### src/rtl/hepg_pkg.sv
package hepg_pkg;

    localparam int TIME_WIDTH_DEF  = 48;
    localparam int COUNT_WIDTH_DEF = 32;
    localparam int FLOOR_SHIFT_DEF = 3;

    localparam int CFG_IDX_WIDTH = 3;

    localparam logic [CFG_IDX_WIDTH-1:0] REG_INIT_PERIOD  = 3'd0;
    localparam logic [CFG_IDX_WIDTH-1:0] REG_GATE_MULT    = 3'd1;
    localparam logic [CFG_IDX_WIDTH-1:0] REG_MAX_GAP      = 3'd2;
    localparam logic [CFG_IDX_WIDTH-1:0] REG_RESYNC_THR   = 3'd3;
    localparam logic [CFG_IDX_WIDTH-1:0] REG_JITTER_SHIFT = 3'd4;

    localparam int         INIT_PERIOD_RST = 50000;
    localparam logic [3:0] GATE_MULT_RST   = 4'd5;
    localparam logic [3:0] MAX_GAP_RST     = 4'd8;
    localparam logic [2:0] RESYNC_THR_RST  = 3'd2;
    localparam logic [2:0] JITTER_SHIFT_RST = 3'd2;

    localparam logic [3:0] CLS_SEED    = 4'd0;
    localparam logic [3:0] CLS_FIRST   = 4'd1;
    localparam logic [3:0] CLS_NORMAL  = 4'd2;
    localparam logic [3:0] CLS_MISSED  = 4'd3;
    localparam logic [3:0] CLS_SPUR    = 4'd4;
    localparam logic [3:0] CLS_OUTLIER = 4'd5;
    localparam logic [3:0] CLS_STALL   = 4'd6;
    localparam logic [3:0] CLS_RESYNC  = 4'd7;
    localparam logic [3:0] CLS_NONMONO = 4'd8;

    localparam logic [3:0] REVS_SAT = 4'd15;

    typedef enum logic [3:0] {
        ST_IDLE,
        ST_CLASSIFY,
        ST_DIV_Q_GO,
        ST_DIV_Q_WAIT,
        ST_ROUND,
        ST_GATE,
        ST_DECIDE,
        ST_DIV_P_GO,
        ST_DIV_P_WAIT,
        ST_DIV_J_GO,
        ST_DIV_J_WAIT,
        ST_UPDATE,
        ST_OUT
    } t_state;

    typedef struct packed {
        logic busy;
        logic done;
    } t_div_status;

endpackage

### src/rtl/hall_edge_period_gate_unit.sv
// path: seed, first measurement and non-monotonic edges skip the divider; gap stall,
// gap resync, spurious, outlier and gate resync edges use one division, fitting edges three;
// a held result waits for o_m_tready
// throughput: one edge at a time, set by the one-bit-per-cycle shared divider
// that runs up to three divisions per edge; next request taken once the result is registered
// reset: synchronous active low, restores register defaults and the filter start state
module hall_edge_period_gate_unit #(
    parameter int TIME_WIDTH  = hepg_pkg::TIME_WIDTH_DEF,
    parameter int COUNT_WIDTH = hepg_pkg::COUNT_WIDTH_DEF,
    parameter int FLOOR_SHIFT = hepg_pkg::FLOOR_SHIFT_DEF,
    parameter int IN_W  = ((TIME_WIDTH + 7) / 8) * 8,
    parameter int OUT_W = (((2 * TIME_WIDTH + 4 + 7 * COUNT_WIDTH) + 7) / 8) * 8
) (
    input  logic                               i_clk,
    input  logic                               i_rst_n,
    input  logic                               i_s_tvalid,
    output logic                               o_s_tready,
    // edge_time
    input  logic [IN_W-1:0]                    i_s_tdata,
    output logic                               o_m_tvalid,
    input  logic                               i_m_tready,
    // period_estimate, jitter_estimate, implied_revolutions, accepted_total,
    // spurious_total, missed_events, missed_pulse_sum, outlier_total,
    // stall_total, resync_total
    output logic [OUT_W-1:0]                   o_m_tdata,
    // edge_taken, edge_class
    output logic [4:0]                         o_m_tuser,
    input  logic                               i_cfg_valid,
    output logic                               o_cfg_ready,
    input  logic [hepg_pkg::CFG_IDX_WIDTH-1:0] i_cfg_index,
    input  logic [TIME_WIDTH-1:0]              i_cfg_data
);
    import hepg_pkg::*;

    localparam int TW = TIME_WIDTH;
    localparam int CW = COUNT_WIDTH;
    localparam int GW = TW + 4;

    t_state r_state, n_state;

    logic [TW-1:0] r_init_period;
    logic [3:0]    r_gate_mult;
    logic [3:0]    r_max_gap;
    logic [2:0]    r_resync_thr;
    logic [2:0]    r_jit_shift;

    logic [TW-1:0] r_last, n_last;
    logic [TW-1:0] r_period, n_period;
    logic [TW-1:0] r_jitter, n_jitter;
    logic          r_started, n_started;
    logic          r_measured, n_measured;
    logic [2:0]    r_streak, n_streak;
    logic [CW-1:0] r_acc, n_acc;
    logic [CW-1:0] r_spur, n_spur;
    logic [CW-1:0] r_miss, n_miss;
    logic [CW-1:0] r_mpulse, n_mpulse;
    logic [CW-1:0] r_outl, n_outl;
    logic [CW-1:0] r_stall, n_stall;
    logic [CW-1:0] r_resync, n_resync;

    logic [TW-1:0] r_edge, n_edge;
    logic [TW-1:0] r_elapsed, n_elapsed;
    logic [TW-1:0] r_q, n_q;
    logic [TW-1:0] r_r, n_r;
    logic [TW-1:0] r_n, n_n;
    logic [TW-1:0] r_abs, n_abs;
    logic [GW-1:0] r_gate, n_gate;
    logic [TW-1:0] r_sp, n_sp;
    logic [3:0]    r_revs, n_revs;
    logic [3:0]    r_cls, n_cls;
    logic          r_taken, n_taken;

    logic          r_o_valid, n_o_valid;
    logic [OUT_W-1:0] r_o_data, n_o_data;
    logic [4:0]    r_o_user, n_o_user;

    logic          div_start;
    logic [TW-1:0] div_dividend, div_divisor, div_quo, div_rem;
    t_div_status   div_st;

    logic [TW-1:0] seed_period;
    logic [TW-1:0] half_up, nn, d_jit, low_mask;
    logic [2:0]    s_next;
    logic          resync_hit;
    logic [GW-1:0] gate_eff, floor_gate;

    assign seed_period = (r_init_period != '0) ? r_init_period : TW'(1);

    hepg_div #(.W(TW)) u_div (
        .i_clk       (i_clk),
        .i_rst_n     (i_rst_n),
        .i_start     (div_start),
        .i_dividend  (div_dividend),
        .i_divisor   (div_divisor),
        .o_quotient  (div_quo),
        .o_remainder (div_rem),
        .o_status    (div_st)
    );

    always_ff @(posedge i_clk) begin
        if (!i_rst_n) begin
            r_state       <= ST_IDLE;
            r_init_period <= TW'(INIT_PERIOD_RST);
            r_gate_mult   <= GATE_MULT_RST;
            r_max_gap     <= MAX_GAP_RST;
            r_resync_thr  <= RESYNC_THR_RST;
            r_jit_shift   <= JITTER_SHIFT_RST;
            r_last        <= '0;
            r_period      <= TW'(INIT_PERIOD_RST);
            r_jitter      <= '0;
            r_started     <= 1'b0;
            r_measured    <= 1'b0;
            r_streak      <= '0;
            r_acc         <= '0;
            r_spur        <= '0;
            r_miss        <= '0;
            r_mpulse      <= '0;
            r_outl        <= '0;
            r_stall       <= '0;
            r_resync      <= '0;
            r_o_valid     <= 1'b0;
        end else if (i_cfg_valid) begin
            r_state   <= n_state;
            r_o_valid <= n_o_valid;
            case (i_cfg_index)
                REG_INIT_PERIOD: begin
                    r_init_period <= i_cfg_data;
                    r_last        <= '0;
                    r_period      <= (i_cfg_data != '0) ? i_cfg_data : TW'(1);
                    r_jitter      <= '0;
                    r_started     <= 1'b0;
                    r_measured    <= 1'b0;
                    r_streak      <= '0;
                    r_acc         <= '0;
                    r_spur        <= '0;
                    r_miss        <= '0;
                    r_mpulse      <= '0;
                    r_outl        <= '0;
                    r_stall       <= '0;
                    r_resync      <= '0;
                end
                REG_GATE_MULT:    r_gate_mult  <= i_cfg_data[3:0];
                REG_MAX_GAP:      r_max_gap    <= i_cfg_data[3:0];
                REG_RESYNC_THR:   r_resync_thr <= i_cfg_data[2:0];
                REG_JITTER_SHIFT: r_jit_shift  <= i_cfg_data[2:0];
                default: ;
            endcase
        end else begin
            r_state    <= n_state;
            r_last     <= n_last;
            r_period   <= n_period;
            r_jitter   <= n_jitter;
            r_started  <= n_started;
            r_measured <= n_measured;
            r_streak   <= n_streak;
            r_acc      <= n_acc;
            r_spur     <= n_spur;
            r_miss     <= n_miss;
            r_mpulse   <= n_mpulse;
            r_outl     <= n_outl;
            r_stall    <= n_stall;
            r_resync   <= n_resync;
            r_o_valid  <= n_o_valid;
        end
        r_edge    <= n_edge;
        r_elapsed <= n_elapsed;
        r_q       <= n_q;
        r_r       <= n_r;
        r_n       <= n_n;
        r_abs     <= n_abs;
        r_gate    <= n_gate;
        r_sp      <= n_sp;
        r_revs    <= n_revs;
        r_cls     <= n_cls;
        r_taken   <= n_taken;
        r_o_data  <= n_o_data;
        r_o_user  <= n_o_user;
    end

    always_comb begin
        n_state    = r_state;
        n_last     = r_last;
        n_period   = r_period;
        n_jitter   = r_jitter;
        n_started  = r_started;
        n_measured = r_measured;
        n_streak   = r_streak;
        n_acc      = r_acc;
        n_spur     = r_spur;
        n_miss     = r_miss;
        n_mpulse   = r_mpulse;
        n_outl     = r_outl;
        n_stall    = r_stall;
        n_resync   = r_resync;
        n_edge     = r_edge;
        n_elapsed  = r_elapsed;
        n_q        = r_q;
        n_r        = r_r;
        n_n        = r_n;
        n_abs      = r_abs;
        n_gate     = r_gate;
        n_sp       = r_sp;
        n_revs     = r_revs;
        n_cls      = r_cls;
        n_taken    = r_taken;
        n_o_valid  = r_o_valid & ~i_m_tready;
        n_o_data   = r_o_data;
        n_o_user   = r_o_user;

        div_start    = 1'b0;
        div_dividend = r_elapsed;
        div_divisor  = r_period;

        half_up    = r_period - (r_period >> 1);
        nn         = r_q + ((r_r >= half_up) ? TW'(1) : TW'(0));
        s_next     = r_streak + 3'd1;
        resync_hit = (s_next >= r_resync_thr);
        floor_gate = GW'(r_period >> FLOOR_SHIFT);
        gate_eff   = (r_gate < floor_gate) ? floor_gate : r_gate;
        low_mask   = (TW'(1) << r_jit_shift) - TW'(1);
        d_jit      = '0;

        case (r_state)
            ST_IDLE: begin
                if (i_s_tvalid) begin
                    n_edge  = i_s_tdata[TW-1:0];
                    n_revs  = '0;
                    n_taken = 1'b1;
                    n_state = ST_CLASSIFY;
                end
            end
            ST_CLASSIFY: begin
                n_elapsed = r_edge - r_last;
                if (!r_started) begin
                    n_last    = r_edge;
                    n_started = 1'b1;
                    n_streak  = '0;
                    n_acc     = r_acc + 1'b1;
                    n_cls     = CLS_SEED;
                    n_state   = ST_OUT;
                end else if (r_edge <= r_last || r_period == '0) begin
                    n_last  = r_edge;
                    n_stall = r_stall + 1'b1;
                    n_cls   = CLS_NONMONO;
                    n_state = ST_OUT;
                end else if (!r_measured) begin
                    n_last     = r_edge;
                    n_period   = r_edge - r_last;
                    n_jitter   = '0;
                    n_streak   = '0;
                    n_acc      = r_acc + 1'b1;
                    n_measured = 1'b1;
                    n_cls      = CLS_FIRST;
                    n_state    = ST_OUT;
                end else begin
                    n_state = ST_DIV_Q_GO;
                end
            end
            ST_DIV_Q_GO: begin
                div_start = 1'b1;
                n_state   = ST_DIV_Q_WAIT;
            end
            ST_DIV_Q_WAIT: begin
                if (div_st.done) begin
                    n_q     = div_quo;
                    n_r     = div_rem;
                    n_state = ST_ROUND;
                end
            end
            ST_ROUND: begin
                n_n     = (nn == '0) ? TW'(1) : nn;
                n_revs  = (nn > TW'(REVS_SAT)) ? REVS_SAT :
                          ((nn == '0) ? 4'd1 : nn[3:0]);
                n_state = ST_GATE;
            end
            ST_GATE: begin
                n_abs   = (r_n == r_q && r_q != '0) ? r_r : r_period - r_r;
                n_gate  = GW'(r_gate_mult) * GW'(r_jitter);
                n_state = ST_DECIDE;
                if (r_n > TW'(r_max_gap)) begin
                    n_state = ST_OUT;
                    if (resync_hit) begin
                        n_last   = r_edge;
                        n_period = r_elapsed;
                        n_jitter = '0;
                        n_streak = '0;
                        n_acc    = r_acc + 1'b1;
                        n_resync = r_resync + 1'b1;
                        n_cls    = CLS_RESYNC;
                    end else begin
                        n_streak = s_next;
                        n_last   = r_edge;
                        n_stall  = r_stall + 1'b1;
                        n_cls    = CLS_STALL;
                    end
                end
            end
            ST_DECIDE: begin
                if (GW'(r_abs) >= gate_eff) begin
                    n_state = ST_OUT;
                    if (resync_hit) begin
                        n_last   = r_edge;
                        n_period = r_elapsed;
                        n_jitter = '0;
                        n_streak = '0;
                        n_acc    = r_acc + 1'b1;
                        n_resync = r_resync + 1'b1;
                        n_cls    = CLS_RESYNC;
                    end else if (r_elapsed < (r_period >> 1) && r_streak == '0) begin
                        n_streak = s_next;
                        n_spur   = r_spur + 1'b1;
                        n_taken  = 1'b0;
                        n_cls    = CLS_SPUR;
                    end else begin
                        n_streak = s_next;
                        n_last   = r_edge;
                        n_outl   = r_outl + 1'b1;
                        n_cls    = CLS_OUTLIER;
                    end
                end else begin
                    n_state = ST_DIV_P_GO;
                end
            end
            ST_DIV_P_GO: begin
                div_start    = 1'b1;
                div_dividend = r_elapsed;
                div_divisor  = r_n;
                n_state      = ST_DIV_P_WAIT;
            end
            ST_DIV_P_WAIT: begin
                if (div_st.done) begin
                    n_sp    = div_quo;
                    n_state = ST_DIV_J_GO;
                end
            end
            ST_DIV_J_GO: begin
                div_start    = 1'b1;
                div_dividend = r_abs;
                div_divisor  = r_n;
                n_state      = ST_DIV_J_WAIT;
            end
            ST_DIV_J_WAIT: begin
                if (div_st.done) begin
                    n_q     = div_quo;
                    n_state = ST_UPDATE;
                end
            end
            ST_UPDATE: begin
                n_last   = r_edge;
                n_period = r_sp;
                if (r_q >= r_jitter) begin
                    n_jitter = r_jitter + ((r_q - r_jitter) >> r_jit_shift);
                end else begin
                    d_jit    = r_jitter - r_q;
                    n_jitter = r_jitter - (d_jit >> r_jit_shift)
                               - (((d_jit & low_mask) != '0) ? TW'(1) : TW'(0));
                end
                n_streak = '0;
                n_acc    = r_acc + 1'b1;
                if (r_n > TW'(1)) begin
                    n_miss   = r_miss + 1'b1;
                    n_mpulse = r_mpulse + CW'(r_n - TW'(1));
                    n_cls    = CLS_MISSED;
                end else begin
                    n_cls    = CLS_NORMAL;
                end
                n_state = ST_OUT;
            end
            ST_OUT: begin
                if (!r_o_valid || i_m_tready) begin
                    n_o_valid = 1'b1;
                    n_o_data  = OUT_W'({r_resync, r_stall, r_outl, r_mpulse, r_miss,
                                        r_spur, r_acc, r_revs, r_jitter, r_period});
                    n_o_user  = {r_cls, r_taken};
                    n_state   = ST_IDLE;
                end
            end
            default: n_state = ST_IDLE;
        endcase
    end

    assign o_s_tready  = (r_state == ST_IDLE);
    assign o_m_tvalid  = r_o_valid;
    assign o_m_tdata   = r_o_data;
    assign o_m_tuser   = r_o_user;
    assign o_cfg_ready = 1'b1;

    property p_accept_goes_classify;
        @(posedge i_clk) disable iff (!i_rst_n)
        (i_s_tvalid && o_s_tready && !i_cfg_valid) |=> (r_state == ST_CLASSIFY);
    endproperty
    a_accept_goes_classify: assert property (p_accept_goes_classify)
        else $error("accepted edge not classified");

    property p_measured_needs_started;
        @(posedge i_clk) disable iff (!i_rst_n)
        r_measured |-> r_started;
    endproperty
    a_measured_needs_started: assert property (p_measured_needs_started)
        else $error("measured without seed");

    property p_div_done_in_wait;
        @(posedge i_clk) disable iff (!i_rst_n)
        div_st.done |-> (r_state == ST_DIV_Q_WAIT || r_state == ST_DIV_P_WAIT ||
                         r_state == ST_DIV_J_WAIT);
    endproperty
    a_div_done_in_wait: assert property (p_div_done_in_wait)
        else $error("divider result outside wait state");

    property p_out_sets_valid;
        @(posedge i_clk) disable iff (!i_rst_n)
        (r_state == ST_OUT && !r_o_valid && !i_cfg_valid) |=> r_o_valid;
    endproperty
    a_out_sets_valid: assert property (p_out_sets_valid)
        else $error("result not presented");

endmodule

### src/rtl/hepg_div.sv
module hepg_div #(
    parameter int W = hepg_pkg::TIME_WIDTH_DEF
) (
    input  logic                  i_clk,
    input  logic                  i_rst_n,
    input  logic                  i_start,
    input  logic [W-1:0]          i_dividend,
    input  logic [W-1:0]          i_divisor,
    output logic [W-1:0]          o_quotient,
    output logic [W-1:0]          o_remainder,
    output hepg_pkg::t_div_status o_status
);
    import hepg_pkg::*;

    localparam int CNT_W = $clog2(W + 1);

    logic [W-1:0]     r_rem, n_rem;
    logic [W-1:0]     r_quo, n_quo;
    logic [W-1:0]     r_dsr, n_dsr;
    logic [CNT_W-1:0] r_cnt, n_cnt;
    logic             r_done, n_done;
    logic [W:0]       trial;
    logic [W:0]       diff;

    always_ff @(posedge i_clk) begin
        if (!i_rst_n) begin
            r_cnt  <= '0;
            r_done <= 1'b0;
        end else begin
            r_cnt  <= n_cnt;
            r_done <= n_done;
        end
        r_rem <= n_rem;
        r_quo <= n_quo;
        r_dsr <= n_dsr;
    end

    always_comb begin
        trial  = {r_rem, r_quo[W-1]};
        diff   = trial - {1'b0, r_dsr};
        n_rem  = r_rem;
        n_quo  = r_quo;
        n_dsr  = r_dsr;
        n_cnt  = r_cnt;
        n_done = 1'b0;
        if (i_start) begin
            n_rem = '0;
            n_quo = i_dividend;
            n_dsr = i_divisor;
            n_cnt = CNT_W'(W);
        end else if (r_cnt != '0) begin
            if (!diff[W]) begin
                n_rem = diff[W-1:0];
                n_quo = {r_quo[W-2:0], 1'b1};
            end else begin
                n_rem = trial[W-1:0];
                n_quo = {r_quo[W-2:0], 1'b0};
            end
            n_cnt = r_cnt - 1'b1;
            if (r_cnt == CNT_W'(1)) begin
                n_done = 1'b1;
            end
        end
    end

    assign o_quotient  = r_quo;
    assign o_remainder = r_rem;
    assign o_status.busy = (r_cnt != '0);
    assign o_status.done = r_done;

    property p_done_after_last_step;
        @(posedge i_clk) disable iff (!i_rst_n)
        (r_cnt == CNT_W'(1) && !i_start) |=> r_done;
    endproperty
    a_done_after_last_step: assert property (p_done_after_last_step)
        else $error("divider done missing");

    property p_done_not_busy;
        @(posedge i_clk) disable iff (!i_rst_n)
        r_done |-> (r_cnt == '0 || $past(i_start));
    endproperty
    a_done_not_busy: assert property (p_done_not_busy)
        else $error("divider done while busy");

    property p_start_loads_count;
        @(posedge i_clk) disable iff (!i_rst_n)
        i_start |=> (r_cnt == CNT_W'(W));
    endproperty
    a_start_loads_count: assert property (p_start_loads_count)
        else $error("divider count not loaded");

endmodule

### config.mk
export PLATFORM = sky130hd
export DESIGN_NAME = hall_edge_period_gate_unit
export DESIGN_NICKNAME = d
export VERILOG_FILES = /design/src/rtl/hepg_pkg.sv /design/src/rtl/hall_edge_period_gate_unit.sv /design/src/rtl/hepg_div.sv
export SDC_FILE = /design/constraint.sdc
export NUM_CORES = 2
export LEC_CHECK = 0
export BUFFER_PORTS_ARGS = -buffer_cell sky130_fd_sc_hd__buf_2
export CAP_MARGIN = 20
export CELL_PAD_IN_SITES_DETAIL_PLACEMENT = 0
export CELL_PAD_IN_SITES_GLOBAL_PLACEMENT = 1
export CORE_AREA = 2 2 475 477
export DETAILED_ROUTE_END_ITERATION = 7
export DIE_AREA = 0 0 477 479
export PLACE_DENSITY_LB_ADDON = 0.12
export SLEW_MARGIN = 20
export SYNTH_ARGS = -nofsm -noshare
export SYNTH_HDL_FRONTEND = slang
export SYNTH_SLANG_ARGS = --single-unit
### constraint.sdc
create_clock -name i_clk -period 31.3 [get_ports i_clk]
set_input_delay 1.565 -clock i_clk [delete_from_list [all_inputs] [get_ports i_clk]]
set_output_delay 1.565 -clock i_clk [all_outputs]
set_load 0.01 [all_outputs]
==> impl_table.tex <==
\begin{tabular}{lr}
\hline
Metric & Value \\
\hline
\multicolumn{2}{l}{\textbf{Status}} \\
\quad Outcome & completed \\
\multicolumn{2}{l}{\textbf{Synthesis}} \\
\quad Cell with the most instances after synthesis & nand2\_1 \\
\quad Netlist area before placement & $\sim$87000 µm² \\
\quad Seq cells post-synth & 1269 \\
\quad Share of the yosys chip area belonging to registers & 0.3878 \\
\quad Count of distinct cell types in the synthesized netlist & 104 \\
\quad Yosys top cell area share & 0.2846 \\
\quad Average cell area after synthesis & 9.307 µm² \\
\quad Number of synthesized flops with an enable pin & 822 \\
\quad Most used flip-flop cell after synthesis & edfxtp\_1 \\
\quad Synth Instances & 9318 \\
\quad Most common library cells after synthesis & 886 x nand2\_1, 822 x edfxtp\_1, 771 x ha\_1 \\
\quad Share of async-settable or async-resettable flops after synthesis & 0 \\
\quad Largest cells by area after synthesis & edfxtp\_1 28\%, ha\_1 11\%, dfxtp\_1 10\%, xnor2\_1 4.0\%, a21oi\_1 3.8\% \\
\quad Biggest area consumer among synthesized cells & edfxtp\_1 \\
\quad Number of warnings reported in the yosys synthesis log & 0 \\
\multicolumn{2}{l}{\textbf{Worst hold path}} \\
\quad WHS Path Cells & 0 \\
\quad Critical hold path startpoint & r\_cls[3] \\
\quad Classification of the worst-slack hold path & reg2reg \\
\quad Worst-case hold path end point & o\_m\_tuser[4] \\
\multicolumn{2}{l}{\textbf{Clocking}} \\
\quad Root buffer cell & clkbuf\_16 \\
\quad Register clock-pin slew on the reported worst setup and hold paths & roughly 0.060 ns \\
\quad Number of sinks handled by clock tree synthesis & 1269 \\
\quad Number of hold buffers added after cts & 0 \\
\quad H-tree levels & 4 \\
\quad Setup Buffers After CTS & 0 \\
\quad Post-cts sizing count & 0 \\
\quad Total CTS buffers & roughly 150 \\
\quad Max Buffers Root-to-Sink & 3 \\
\quad TritonCTS clock tree & done \\
\quad Clock network latency to the later pin of the worst-skew pair & 0.86 ns \\
\multicolumn{2}{l}{\textbf{Critical path}} \\
\quad Arrival @ worst endpoint & between 10 and 15 ns \\
\quad Worst reg2reg setup slack & 21.77 ns \\
\quad Logic depth of the worst register-to-register path & 32 \\
\quad Type of the worst setup path & reg2reg \\
\quad Launching element type of the critical path & flop \\
\quad Worst R2R Start & r\_period[21] \\
\quad Largest fanout on the critical path & 6 \\
\quad Crit end category & flop \\
\quad Most frequent cell on the critical path & ha\_1 \\
\quad Critical path's slowest cell & dfxtp\_1 \\
\quad Required time reported for the critical path endpoint & 31.87 ns \\
\quad Slowest Stage Delay on Critical Path & 0.51 ns \\
\quad Worst reg2reg path endpoint & r\_revs[2] \\
\multicolumn{2}{l}{\textbf{Floorplanning}} \\
\quad Die width & $\sim$480 µm \\
\quad Core Footprint & 223600 µm² \\
\quad DIE AREA & 228500 µm² \\
\quad Die extent in y & 479 µm \\
\quad Number of rows in the core area & 174 \\
\quad I/O pins & 440 \\
\quad Effective utilization at floorplan & 0.3878 \\
\multicolumn{2}{l}{\textbf{Placement}} \\
\quad Cell count after placement & 12450 \\
\quad Setup slack after placement & 21.70 ns \\
\quad DP Wirelength & 263000 µm \\
\quad Count of port buffers added during placement & 434 \\
\quad Final estimated routing congestion in global placement & 1.020 \\
\multicolumn{2}{l}{\textbf{GRT}} \\
\quad Initial antenna violation count & 27 \\
\quad First-pass GRT wire length & 479600 µm \\
\quad Gr usage total & 0.2817 \\
\quad Number of global-route vias before repair & 70330 \\
\quad Largest net degree at the start of global routing & $\sim$150 \\
\quad Total grt overflow & 0 \\
\multicolumn{2}{l}{\textbf{Routing}} \\
\quad Average wire length per cell after detail routing & 26.05 µm \\
\quad Number of nets still failing antenna checks after routing & 0 \\
\quad Post-route DRC & 0 \\
\quad Via count & 72390 \\
\quad Final wirelength & 332100 µm \\
\quad Starting DRC count in detailed routing & 5946 \\
\quad TritonRoute pass-1 iters & 6 \\
\quad Routed via count divided by cell count & roughly 5.7 \\
\multicolumn{2}{l}{\textbf{Pwr}} \\
\quad Worst-case vdd ir drop & 0.00005689 V \\
\quad Leakage Power & 39.29 nW \\
\quad Total power divided by cell area & 75.93 nW/µm² \\
\multicolumn{2}{l}{\textbf{STA}} \\
\quad Min Clock Period, post-route & 9.527 ns \\
\quad Max Transition Viols Final & 0 \\
\quad Summed negative setup slack over all endpoints & 0 ns \\
\quad Final hold violation count & 0 \\
\quad Final-layout worst hold slack & 0.4179 ns \\
\quad Pin slew with the least headroom to its limit & 1.123 ns \\
\quad Ratio of final minimum period to clock period & 0.3044 \\
\quad Final worst-path setup slack & 21.77 ns \\
\quad Fmax & 0.1050 GHz \\
\quad Setup clock skew after layout & 0.05101 ns \\
\quad RSZ-0062 raised after global routing & false \\
\quad Relative slew margins & 0.2462 \\
\quad Final Setup Violations & 0 \\
\multicolumn{2}{l}{\textbf{Finish}} \\
\quad Max FFs per register & 324 \\
\quad Multi-input gate area & 48980 µm² \\
\quad Post-layout utilization of the core & 0.4367 \\
\quad Number of nets in the layout & 10590 \\
\quad Storage cell area & 33650 µm² \\
\quad Share of final-layout standard cells stronger than drive strength 1 & 0.09929 \\
\quad Number of fillers in the final layout & 21870 \\
\quad Post-Layout Cell Count & roughly 13000 \\
\quad Area grow syn2layout & 12.59\% \\
\multicolumn{2}{l}{\textbf{Job}} \\
\quad Number of max-capacitance violations reported & 0 \\
\hline
\end{tabular}
==> per-layer routing <==
metal,global-route usage,wire length (µm),vias to the layer above
li1,-,-,34210
met5,0,34,-
met2,0.4550,151400,2088
met4,0.09804,12280,4
met1,0.3890,151800,35660
met3,0.03347,16620,420
==> logic make-up (layout without fill, tap and decap cells) <==
family                     Yosys count  count (layout)  share of synthesized area
other                                2              15                 0.00008660
muxes                              280             280                    0.03359
AOI/OAI and AO/OA                 2421            2421                     0.1793
DFF                               1269            1269                     0.3878
xor gates and xnor gates           648             648                    0.06545
buffers and inverters             1152            1580                    0.05053
adders and majority gates          873             873                     0.1348
and+or+nand+nor                   2673            2673                     0.1484
==> power by group <==
group	switching (mW)	internal (mW)	total, mW	leakage (nW)
logic	1.94	1.11	3.06	25.9
clock network	0.811	1.12	1.93	2.62
registers	0.277	2.15	2.42	10.8
total	3.03	4.38	7.41	39.3
==> layout make-up <==
cell class | count | share of cell area
multi-input combinational | 6900 | 0.5017
sequential | 1269 | 0.3446
clock buffer | 183 | 0.04100
tap | 2992 | 0.03834
timing repair buffer | 532 | 0.03001
inverter | 761 | 0.02933
clock inverter | 104 | 0.01476
antenna | 10 | 0.0002563
==> worst max-delay path: cells and delay by family, from the launching register on <==
family          cells  cell delay (ns)
buf+inv             1             0.19
simple gates       17             5.06
fa+ha+maj           4             1.32
compound gates      8             1.77
xor+xnor            1             0.17
flops               1             0.51
mux                 1             0.22
==> worst max path at each step <==
stage | from | end | cells after the start
finish | r_period[21] | r_revs[2] | 32
global placement | r_period[18] | r_revs[3] | 32
global route | r_period[18] | r_revs[3] | 32
detailed placement | r_period[18] | r_revs[2] | 32
floorplan | i_m_tready | o_m_tdata[0] | 2
CTS | r_period[18] | r_revs[2] | 32
==> layout by cell type, fill, tap and decap left out, types with 85 or more instances in the layout <==
cell       synthesis  final
nand4_1          159    159
xor2_1           253    252
a211oi_1         115    114
buf_4              5     95
clkbuf_16          0    154
fa_1             102    102
o21ai_0          503    503
nor2_1           602    596
edfxtp_1         822    822
buf_2             31    435
nand2_1          886    881
dfxtp_1          447    441
and3_1            87     86
nand2b_1          87     87
xnor2_1          395    387
and2_1           106    106
nor3_1           146    142
ha_1             771    771
nand3_1          206    206
inv_1            746    741
a21oi_1          665    663
mux2i_1          210    210
a21o_1           323    323
o21bai_1          85     85
==> metrics by stage <==
stage | cell area, µm² | power (mW)
final | 97630 | 7.413
after global routing | 97620 | 7.828
after CTS | 97600 | 7.434
after detailed placement | 92160 | 5.467
after global placement | 92150 | 5.469
after floorplan | 86730 | 4.349
(Power assumes the default switching activity.)
